`src/rtl/gfba_ram.sv`:
```
// gfba_ram: generic simple dual-port RAM, one write and one registered read.
// Used for the number stack and the group store. No dependencies.
module gfba_ram #(
  parameter int WIDTH = 11,
  parameter int DEPTH = 64
) (
  input  logic                     clk,
  input  logic                     we,
  input  logic [$clog2(DEPTH)-1:0] waddr,
  input  logic [WIDTH-1:0]         wdata,
  input  logic                     re,
  input  logic [$clog2(DEPTH)-1:0] raddr,
  output logic [WIDTH-1:0]         rdata
);

  logic [WIDTH-1:0] mem [DEPTH];

  // write port
  always_ff @(posedge clk) begin
    if (we) begin
      mem[waddr] <= wdata;
    end
  end

  // registered read port
  always_ff @(posedge clk) begin
    if (re) begin
      rdata <= mem[raddr];
    end
  end

endmodule

```
`config.mk`:
```
export PLATFORM = sky130hd
export DESIGN_NAME = gfba_ram
export DESIGN_NICKNAME = d
export VERILOG_FILES = /design/src/rtl/gfba_ram.sv
export SDC_FILE = /design/constraint.sdc
export NUM_CORES = 1
export LEC_CHECK = 0
export BUFFER_PORTS_ARGS = -buffer_cell sky130_fd_sc_hd__buf_2
export CORE_MARGIN = 5
export CORE_UTILIZATION = 44
export DETAILED_ROUTE_END_ITERATION = 10
export PLACE_DENSITY_LB_ADDON = 0.15
export SYNTH_ARGS = -nofsm -noshare
export SYNTH_HDL_FRONTEND = slang
export SYNTH_SLANG_ARGS = --single-unit
```
`constraint.sdc`:
```
create_clock -name clk -period 2.3 [get_ports clk]
set_input_delay 0.23 -clock clk [delete_from_list [all_inputs] [get_ports clk]]
set_output_delay 0.23 -clock clk [all_outputs]
set_load 0.1 [all_outputs]
```
After elaboration in Yosys (flattened, before gate mapping)

Memory sizes are Yosys's and may differ from the RTL's. A register that Yosys moved wholly into a read port is not among the register bits.
Index checks and enable logic that the tools add are counted.

Output and inout port bits: 11
Memories: 1
Memory bits (read-only): 0
Bits of input ports: 26
Word-level logic and storage cells: 3
Latch bits: 0
RAM bits: 704
Bits in registers: 0

Memories:

| memory | depth | width | rd ports | clocked after Yosys merged registers in | write ports | RTL line | text |
|---|---|---|---|---|---|---|---|
| mem    | 64    | 11    | 1        | 1                                       | 1           | 16       | `logic [WIDTH-1:0] mem [DEPTH];` |

Bitwise gates (word level): 0
Equality and inequality tests: 0
Shift operators: 0
Div/mod/pow operators: 0
Multiply operators: 0
Mux-type cells: 2
Reductions and logical operators: 0
$lt $le $gt $ge: 0
$add $sub $neg: 0

Operator list:

| kind             | number |
|---|---|
| 2-to-1 mux 1 bit | 2 |

Depth between registers and ports, before layout

Gate-level depths: netlist of the first run.

Depth after elaboration: 2
Depth in mapped cells: 9
Depth with buffers taken out: 5

Least setup slack after synthesis of the first run

No wires, ideal clock.

Path kind: input to register
Start point: input raddr[0]
End point: register rdata[0] (read register of mem) (data pin)
Stages on the path: 8
Data required time: 2.045 ns
Buffers on the path: 4
Slack: 0.148 ns
Arrival: 1.897 ns
Library setup time: 0.255 ns
Cells stage by stage: buf_2 > buf_6 > buf_6 > buf_2 > mux4_2 > a21oi_1 > nand3_1 > a31o_1

RTL lines:

| item               | RTL line | text |
|---|---|---|
| start: declaration | 12       | `input logic [$clog2(DEPTH)-1:0] raddr,` |
| end: declaration   | 13       | `output logic [WIDTH-1:0] rdata` |

==> results.yml, run 1 <==
timing:
  setup_violations: 0
  worst_pin_slew_ns: 1.03
  finalCriticalPeriod_ns: 2.07
  slew_headroom: 0.311
  finClkSkew_ns: 0.0284
  min_period_over_period: 0.899
  timing.fmax_mhz: 484
  grt_setup_unrepaired: "no"
  slew_violations: 0
  worst_slack_ns: 0.233
  hold_viol: 0
  setup_tns_ns: 0
cells_and_area:
  layout-drive-gt1-share: 0.300
  final_util: 0.523
  layout.nets: 1510
  antennaDiodeCount: 0
  final_cells: 2382
  area_growth_pct: 17.4
placed_design:
  hpwlAfterDp_mm: 43.1
  dp.cells: 2242
  buffer_ports.inserted: 36
  gp_congestion: 0.807
  post-place-ws_ns: -0.176
hold_path:
  min_path_cells: 1
  holdPathEnd: "rdata[10]$_DFFE_PP_"
  hp-start: "re"
  hold_path.class: "input port to flip-flop"
detailed_routing:
  wl_per_cell_um: 29.0
  ant_nets: 0
  viasPerCell: 5.75
  vias: 13700
  drtIter0Drc: 1291
  drt-total-wl_mm: 69.2
  drc: 0
  firstDrtPassIters: 7
worst_setup_path:
  cp.required_ns: 2.67
  r2r_start: "mem[0][8]$_DFFE_PP_"
  r2r_slack_ns: 0.23
  critPathMaxFanout: 1
  worstSetupPathType: "flip-flop to flip-flop"
  cp_slowest_stage_delay_ns: 0.45
  setup.worst_path.start_class: "flip-flop"
  cp_top_family: "compound AO/OA/AOI/OAI gates"
  end_kind: "flip-flop"
  cp_slowest_cell: "mux4_2"
  r2r_end: "rdata[8]$_DFFE_PP_"
  reg2reg_depth: 6
  path_buf_inv: 1
  cp_data_arrival_time_ns: 2.43
  cp_cell_sequence: "mux4_2, nor2b_1, a211oi_1, buf_4, nor4_1, a31o_1"
pwr:
  power_frac_comb: 0.059
  ir_drop_mv: 0.614
  power_density_nw_per_um2: 860
  p_leak_nw: 10.5
  p_int_mw: 21.7
  power_frac_seq: 0.521
  clockPowerShare: 0.420
  p_sw_mw: 6.10
  swShare: 0.219
global_routing:
  grt_pass1_vias: 14100
  grt_max_degree: 65
  grt_pass1_wl_mm: 101
  antenna_found_initial: 1
  grt-ovfl-total: 0
  grt_usage: 0.207
floorplan:
  start_util: 0.446
  num_rows: 91
  core-area_um2: 61900
  dieArea_um2: 67800
  die_y_um: 260
  die_x_um: 260
  io_pins: 37
synthesis:
  yosysTopAreaCell: "edfxtp_1"
  syn_nets: 1305
  syn-instance-count: 1279
  yosys_warnings: 0
  synthFlopType: "edfxtp_1"
  async_reset_ff_frac: 0
  synth-edff-count: 715
  ys_top_cells_by_area: "edfxtp_1 (78%), mux4_2 (13%), mux2i_1 (2.6%), nor2_1 (0.88%), a221oi_1 (0.63%)"
  synth_area_um2: 27600
  avgSynthCellArea_um2: 21.6
  seq_area_frac_synth: 0.778
  synth_seq_cells: 715
  synth_cell_types: 32
  yosys.area.top_type_share: 0.778
outcome:
  status: "complete, no violations"
clock_network:
  cts_tree: "yes"
  clock-sinks: 715
  htreeDepth: 3
  clkLatencyLatePin_ns: 0.62
  cts.path.max_buffers: 3
  cts_buffers: 77
  post_cts_buffers: 0
  hold_buffers: 0
  clockRootBuffer: "clkbuf_16"
  ctsResizeCount: 0
  clk_pin_slew_ns: 0.06
job:
  maxCapViolCount: 0
-- how the worst max path moves through the flow --
| stage | from | endpoint | slack [ns] | depth (start not counted) |
|---|---|---|---|---|
| after global routing | mem[0][8]$_DFFE_PP_ | rdata[8]$_DFFE_PP_ | 0.12 | 6 |
| after detailed placement | raddr[0] | rdata[7]$_DFFE_PP_ | -0.18 | 8 |
| after floorplan | raddr[0] | rdata[0]$_DFFE_PP_ | 0.15 | 8 |
| after global placement | raddr[0] | rdata[5]$_DFFE_PP_ | -0.17 | 7 |
| after CTS | mem[0][8]$_DFFE_PP_ | rdata[8]$_DFFE_PP_ | 0.22 | 6 |
| final | mem[0][8]$_DFFE_PP_ | rdata[8]$_DFFE_PP_ | 0.23 | 6 |
-- cells by family after synthesis --
family,share of synthesized area
compound gates,0.0259
buf+inv,0.0135
flops,0.778
mux,0.155
simple gates,0.0275
-- state kept, by name (all words and copies together) (netlist names) --
register and count:
rdata 11, mem 704
-- synth_stat cells (10+ instances only) --
cell type  instances
a211oi_1          11
a21oi_1           11
a221oi_1          20
a22oi_1           11
a31o_1            10
a32o_1            10
buf_1             11
buf_2             22
clkbuf_1          27
edfxtp_1         715
mux2i_1           72
mux4_2           158
nand2_1           38
nand3_1           15
nor2_1            65
nor2b_1           18
nor4_1            10
o21ai_0           11
o22ai_1           11
-- power groups by stage --
| stage | sequential, mW | clock (mW) | combinational, mW |
|---|---|---|---|
| 2_1_floorplan | 14.9 | 0 | 0.741 |
| 3_3_place_gp | 14.8 | 0 | 1.64 |
| 3_5_place_dp | 14.8 | 0 | 1.66 |
| 4_1_cts | 14.5 | 12.0 | 1.66 |
| 5_1_grt | 14.5 | 12.6 | 1.74 |
| 6_report | 14.5 | 11.7 | 1.64 |
-- layout by cell type (no fill, tap or decap), types with 12 or more instances in the layout --
cell type | synthesis | layout
edfxtp_1 | 715 | 715
mux4_2 | 158 | 158
buf_4 | 8 | 141
clkbuf_16 | 0 | 79
mux2i_1 | 72 | 72
nor2_1 | 65 | 65
nand2_1 | 38 | 38
buf_2 | 22 | 33
buf_12 | 0 | 23
a221oi_1 | 20 | 20
clkbuf_1 | 27 | 20
nor2b_1 | 18 | 18
clkinv_1 | 1 | 18
nand3_1 | 15 | 15
clkinv_2 | 0 | 12
-- routing by layer --
metal	part of all wire	track usage
met4	0.027	0.0571
met1	0.44	0.304
met3	0.068	0.0492
met2	0.47	0.315
met5	0.00019	0
-- worst register-to-register path, cell delays in order (launching register included) --
cell	delay [ns]
edfxtp_1	0.36
mux4_2	0.45
nor2b_1	0.14
a211oi_1	0.38
buf_4	0.22
nor4_1	0.05
a31o_1	0.21
-- cell type report --
cell class	count	area (um^2)
clock buffers	99	2050
clock inverters	41	347
fillers	4950	29600
inverters	1	3.75
multi-input cells	490	5750
flip-flops and latches	715	21500
well taps	837	1050
repair buffers	199	1710
-- through the flow --
step                hold WS (ns)  total power [mW]  instance area, um^2
global route              0.0192              28.8                32400
CTS                       0.0146              28.1                32400
finish                    0.0675              27.8                32400
global placement           0.684              16.4                30000
floorplan                  0.329              15.6                27600
detailed placement         0.689              16.4                30000
(Power assumes the default switching activity.)
==> inputs of run 2 (changes only) <==
Settings changed: GPL_ROUTABILITY_DRIVEN from default to 0, HOLD_SLACK_MARGIN from default to 0.12.
==> results.yml, run 2 (same netlist as run 1, synthesis figures left out) <==
placed_design:
  buffer_ports.inserted: 36
  dp.cells: 2242
  post-place-ws_ns: -0.176
  hpwlAfterDp_mm: 43.1
worst_setup_path:
  end_kind: "flip-flop"
  critPathMaxFanout: 1
  cp_slowest_cell: "mux4_2"
  cp_top_family: "compound AO/OA/AOI/OAI gates"
  cp.required_ns: 2.67
  path_buf_inv: 1
  worstSetupPathType: "flip-flop to flip-flop"
  cp_slowest_stage_delay_ns: 0.46
  setup.worst_path.start_class: "flip-flop"
  cp_cell_sequence: "mux4_2, nor2b_1, a211oi_1, buf_4, nor4_1, a31o_1"
  cp_data_arrival_time_ns: 2.42
detailed_routing:
  firstDrtPassIters: 5
  drc: 0
  drt-total-wl_mm: 69.2
  ant_nets: 0
  vias: 13700
  viasPerCell: 5.73
  drtIter0Drc: 1337
  wl_per_cell_um: 29.0
timing:
  min_period_over_period: 0.890
  hold_viol: 0
  grt_setup_unrepaired: "no"
  finClkSkew_ns: 0.0307
  worst_pin_slew_ns: 1.01
  setup_tns_ns: 0
  slew_headroom: 0.322
  finalCriticalPeriod_ns: 2.05
  setup_violations: 0
  worst_slack_ns: 0.252
  slew_violations: 0
  whs_ns: 0.187
  timing.fmax_mhz: 488
clock_network:
  clk_pin_slew_ns: 0.06
  clock-sinks: 715
  cts_tree: "yes"
  htreeDepth: 3
  cts_buffers: 77
  clockRootBuffer: "clkbuf_16"
  post_cts_buffers: 0
  clkLatencyLatePin_ns: 0.63
  cts.path.max_buffers: 3
  ctsResizeCount: 0
floorplan:
  dieArea_um2: 67800
  num_rows: 91
  core-area_um2: 61900
  start_util: 0.446
  io_pins: 37
  die_y_um: 260
  die_x_um: 260
global_routing:
  grt_usage: 0.207
  grt-ovfl-total: 0
  grt_max_degree: 65
  grt_pass1_wl_mm: 101
  antenna_found_initial: 1
  grt_pass1_vias: 14100
job:
  maxCapViolCount: 0
pwr:
  power_frac_seq: 0.520
  p_leak_nw: 10.5
  ir_drop_mv: 0.614
  p_int_mw: 21.8
  power_frac_comb: 0.059
  swShare: 0.220
  p_sw_mw: 6.13
  power_density_nw_per_um2: 859
  clockPowerShare: 0.421
cells_and_area:
  layout.nets: 1518
  final_cells: 2391
  layout-drive-gt1-share: 0.298
  final_cell_mix: "edfxtp_1 (715), mux4_2 (158), buf_4 (141)"
  area_growth_pct: 17.7
  nFillCells: 4944
  top_register: "mem"
  reg.largest.list: "mem: 704 flops, rdata: 11 flops"
  final_util: 0.524
  largest_reg_flops: 704
  final_common_cell: "edfxtp_1"
outcome:
  status: "complete, no violations"
hold_path:
  hold_path.class: "input port to flip-flop"
run 2: changes by cell type in the layout (fill, tap and decap cells not counted), sizes merged:
cell,before,now
dlygate4sd3,0,8
diode,0,1
run 2: power by group through the flow:
| stage | sequential (mW) | clock, mW | combinational (mW) |
|---|---|---|---|
| 2_1_floorplan | 14.9 | 0 | 0.741 |
| 3_3_place_gp | 14.8 | 0 | 1.64 |
| 3_5_place_dp | 14.8 | 0 | 1.66 |
| 4_1_cts | 14.5 | 12.0 | 1.67 |
| 5_1_grt | 14.5 | 12.6 | 1.75 |
| 6_report | 14.5 | 11.7 | 1.65 |
run 2: worst paths after layout:
| check | end | start | slack, ns | cells after the start |
|---|---|---|---|---|
| max | rdata[5]$_DFFE_PP_ | mem[3][5]$_DFFE_PP_ | 0.25 | 6 |
| min | mem[47][7]$_DFFE_PP_ | wdata[7] | 0.19 | 1 |
| max reg2reg | rdata[5]$_DFFE_PP_ | mem[3][5]$_DFFE_PP_ | 0.25 | 6 |
| min reg2reg | rdata[2]$_DFFE_PP_ | mem[50][2]$_DFFE_PP_ | 0.97 | 4 |
run 2: cell type report:
type	count	area (um^2)	share of cell area
clock inverters	41	347	0.0107
repair buffers	207	1790	0.0552
clock buffers	99	2050	0.0632
diodes	1	2.50	0.0000771
well taps	837	1050	0.0323
inverters	1	3.75	0.000116
flip-flops and latches	715	21500	0.661
multi-input cells	490	5750	0.177
run 2: per-stage QoR:
step / cell area, um^2 / power (mW)
floorplan: 27600 / 15.6
global placement: 30000 / 16.4
detailed placement: 30000 / 16.4
CTS: 32500 / 28.2
global route: 32500 / 28.8
finish: 32500 / 27.9
run 2: per-layer routing:
layer	global-route usage	up-vias	share of wire
li1	-	5812	-
met1	0.304	7287	0.43
met2	0.315	490	0.47
met3	0.0492	99	0.069
met4	0.0571	2	0.026
met5	0	-	0.00019
run 2: timing repair:
item	in CTS	in global routing
endpoints found under the hold margin	112	0
hold buffers	8	0
setup endpoints to repair	0	0
==> inputs of run 3 (changes only) <==
Settings changed: CTS_BUF_LIST from default to sky130_fd_sc_hd__clkbuf_8.
==> results.yml, run 3 (same netlist as run 1, synthesis figures left out) <==
worst_setup_path:
  cp_top_family: "simple AND/OR/NAND/NOR gates"
  cp.required_ns: 2.78
  setup.worst_path.start_class: "input port"
  path_buf_inv: 2
  cp_slowest_stage_delay_ns: 0.80
  cp_cell_sequence: "dlygate4sd3_1, buf_4, nor2b_1, a32o_1, nor4_1, a31o_1"
  critPathMaxFanout: 10
  cp_data_arrival_time_ns: 2.61
  end_kind: "flip-flop"
  worstSetupPathType: "input port to flip-flop"
  cp_slowest_cell: "nor2b_1"
timing:
  finClkSkew_ns: 0.0430
  finalCriticalPeriod_ns: 2.13
  hold_viol: 0
  min_period_over_period: 0.928
  slew_headroom: 0.325
  slew_violations: 0
  worst_pin_slew_ns: 1.01
  grt_setup_unrepaired: "no"
  timing.fmax_mhz: 469
  setup_violations: 0
floorplan:
  die_x_um: 260
  start_util: 0.446
  die_y_um: 260
  io_pins: 37
  dieArea_um2: 67800
  num_rows: 91
  core-area_um2: 61900
detailed_routing:
  drtIter0Drc: 1209
  drt-total-wl_mm: 69.6
  firstDrtPassIters: 5
  vias: 13900
  viasPerCell: 5.62
  ant_nets: 0
  wl_per_cell_um: 28.2
  drc: 0
clock_network:
  clk_pin_slew_ns: 0.06
  cts_buffers: 116
  post_cts_buffers: 0
  clkLatencyLatePin_ns: 0.72
  cts_tree: "yes"
  htreeDepth: 3
  clock-sinks: 715
  cts.path.max_buffers: 3
  clockRootBuffer: "clkbuf_8"
global_routing:
  grt-ovfl-total: 0
  antenna_found_initial: 2
  grt_pass1_wl_mm: 101
  grt_usage: 0.208
  gr-usage-met3: 0.0535
  grt_pass1_vias: 14400
  grt_max_degree: 65
  grt.busiest_layer: "met2"
  met1_usage: 0.302
  groute.layer.met2.usage: 0.318
cells_and_area:
  final_common_cell: "edfxtp_1"
  finish.instance_area_um2: 32200
  final_cell_mix: "edfxtp_1 (715), mux4_2 (158), buf_4 (141)"
  reg.largest.list: "mem: 704 flops, rdata: 11 flops"
  largest_reg_flops: 704
  final_util: 0.520
  layout.nets: 1562
  final_cells: 2469
  area_growth_pct: 16.8
  top_register: "mem"
  layout-drive-gt1-share: 0.307
pwr:
  ir_drop_mv: 0.616
  power_frac_comb: 0.063
  power_frac_seq: 0.553
  power_density_nw_per_um2: 813
  p_sw_mw: 6.03
  p_leak_nw: 10.6
  p_int_mw: 20.2
  swShare: 0.230
  clockPowerShare: 0.383
  fin_total_pwr_mw: 26.2
hold_path:
  hold_path.class: "input port to flip-flop"
placed_design:
  dpl_cell_area_um2: 30000
  dp.cells: 2242
  hpwlAfterDp_mm: 43.1
  buffer_ports.inserted: 36
outcome:
  status: "complete, no violations"
job:
  maxCapViolCount: 0
==> run 3: through the flow <==
step	setup WS [ns]	hold slack, ns	setup TNS (ns)
final	0.166	0.182	0
after CTS	0.205	0.124	0
after detailed placement	-0.176	0.689	-0.811
after global placement	-0.173	0.684	-0.812
after floorplan	0.148	0.329	0
after global routing	0.126	0.152	0
==> run 3: area by class of cell <==
type / instances / area (um^2)
Antenna cell: 1 / 2.50
Clock buffer: 118 / 1620
Clock inverter: 95 / 493
Fill cell: 5004 / 29700
Inverter: 1 / 3.75
Multi-Input combinational cell: 490 / 5750
Sequential cell: 715 / 21500
Tap cell: 837 / 1050
Timing Repair Buffer: 212 / 1840
==> run 3: power by group through the flow <==
stage / Combinational (mW) / Sequential, mW / Clock [mW]
final: 1.66 / 14.5 / 10.0
after global routing: 1.75 / 14.5 / 11.0
after CTS: 1.68 / 14.5 / 10.3
after detailed placement: 1.66 / 14.8 / 0
after global placement: 1.64 / 14.8 / 0
after floorplan: 0.741 / 14.9 / 0
==> run 3: what timing repair did <==
item,4_1_cts,5_1_grt
hold buffers,13,0
gates resized for setup,0,0
hold endpoints to repair,380,0
==> run 3: worst reg2reg max path, stage by stage, from the launching register on <==
cell and delay (ns):
edfxtp_1 0.37, mux4_2 0.46, nor2b_1 0.14, a211oi_1 0.38
buf_4 0.22, nor4_1 0.05, a31o_1 0.22
==> run 3: path summary, 6_finish.rpt <==
path	cells after the start	endpoint	slack, ns	startpoint
worst max-delay path	6	rdata[7]$_DFFE_PP_	0.17	raddr[2]
worst min-delay path	3	mem[49][9]$_DFFE_PP_	0.18	waddr[2]
worst max register to register	6	rdata[8]$_DFFE_PP_	0.21	mem[2][8]$_DFFE_PP_
worst min register to register	4	rdata[2]$_DFFE_PP_	0.97	mem[50][2]$_DFFE_PP_
==> run 3: per-layer routing <==
layer / share of wire / wire [um] / vias to the layer above
li1: - / - / 5916
met4: 0.027 / 1880 / 2
met2: 0.47 / 32700 / 499
met1: 0.43 / 29900 / 7332
met3: 0.072 / 5030 / 115
met5: 0.00019 / 13 / -
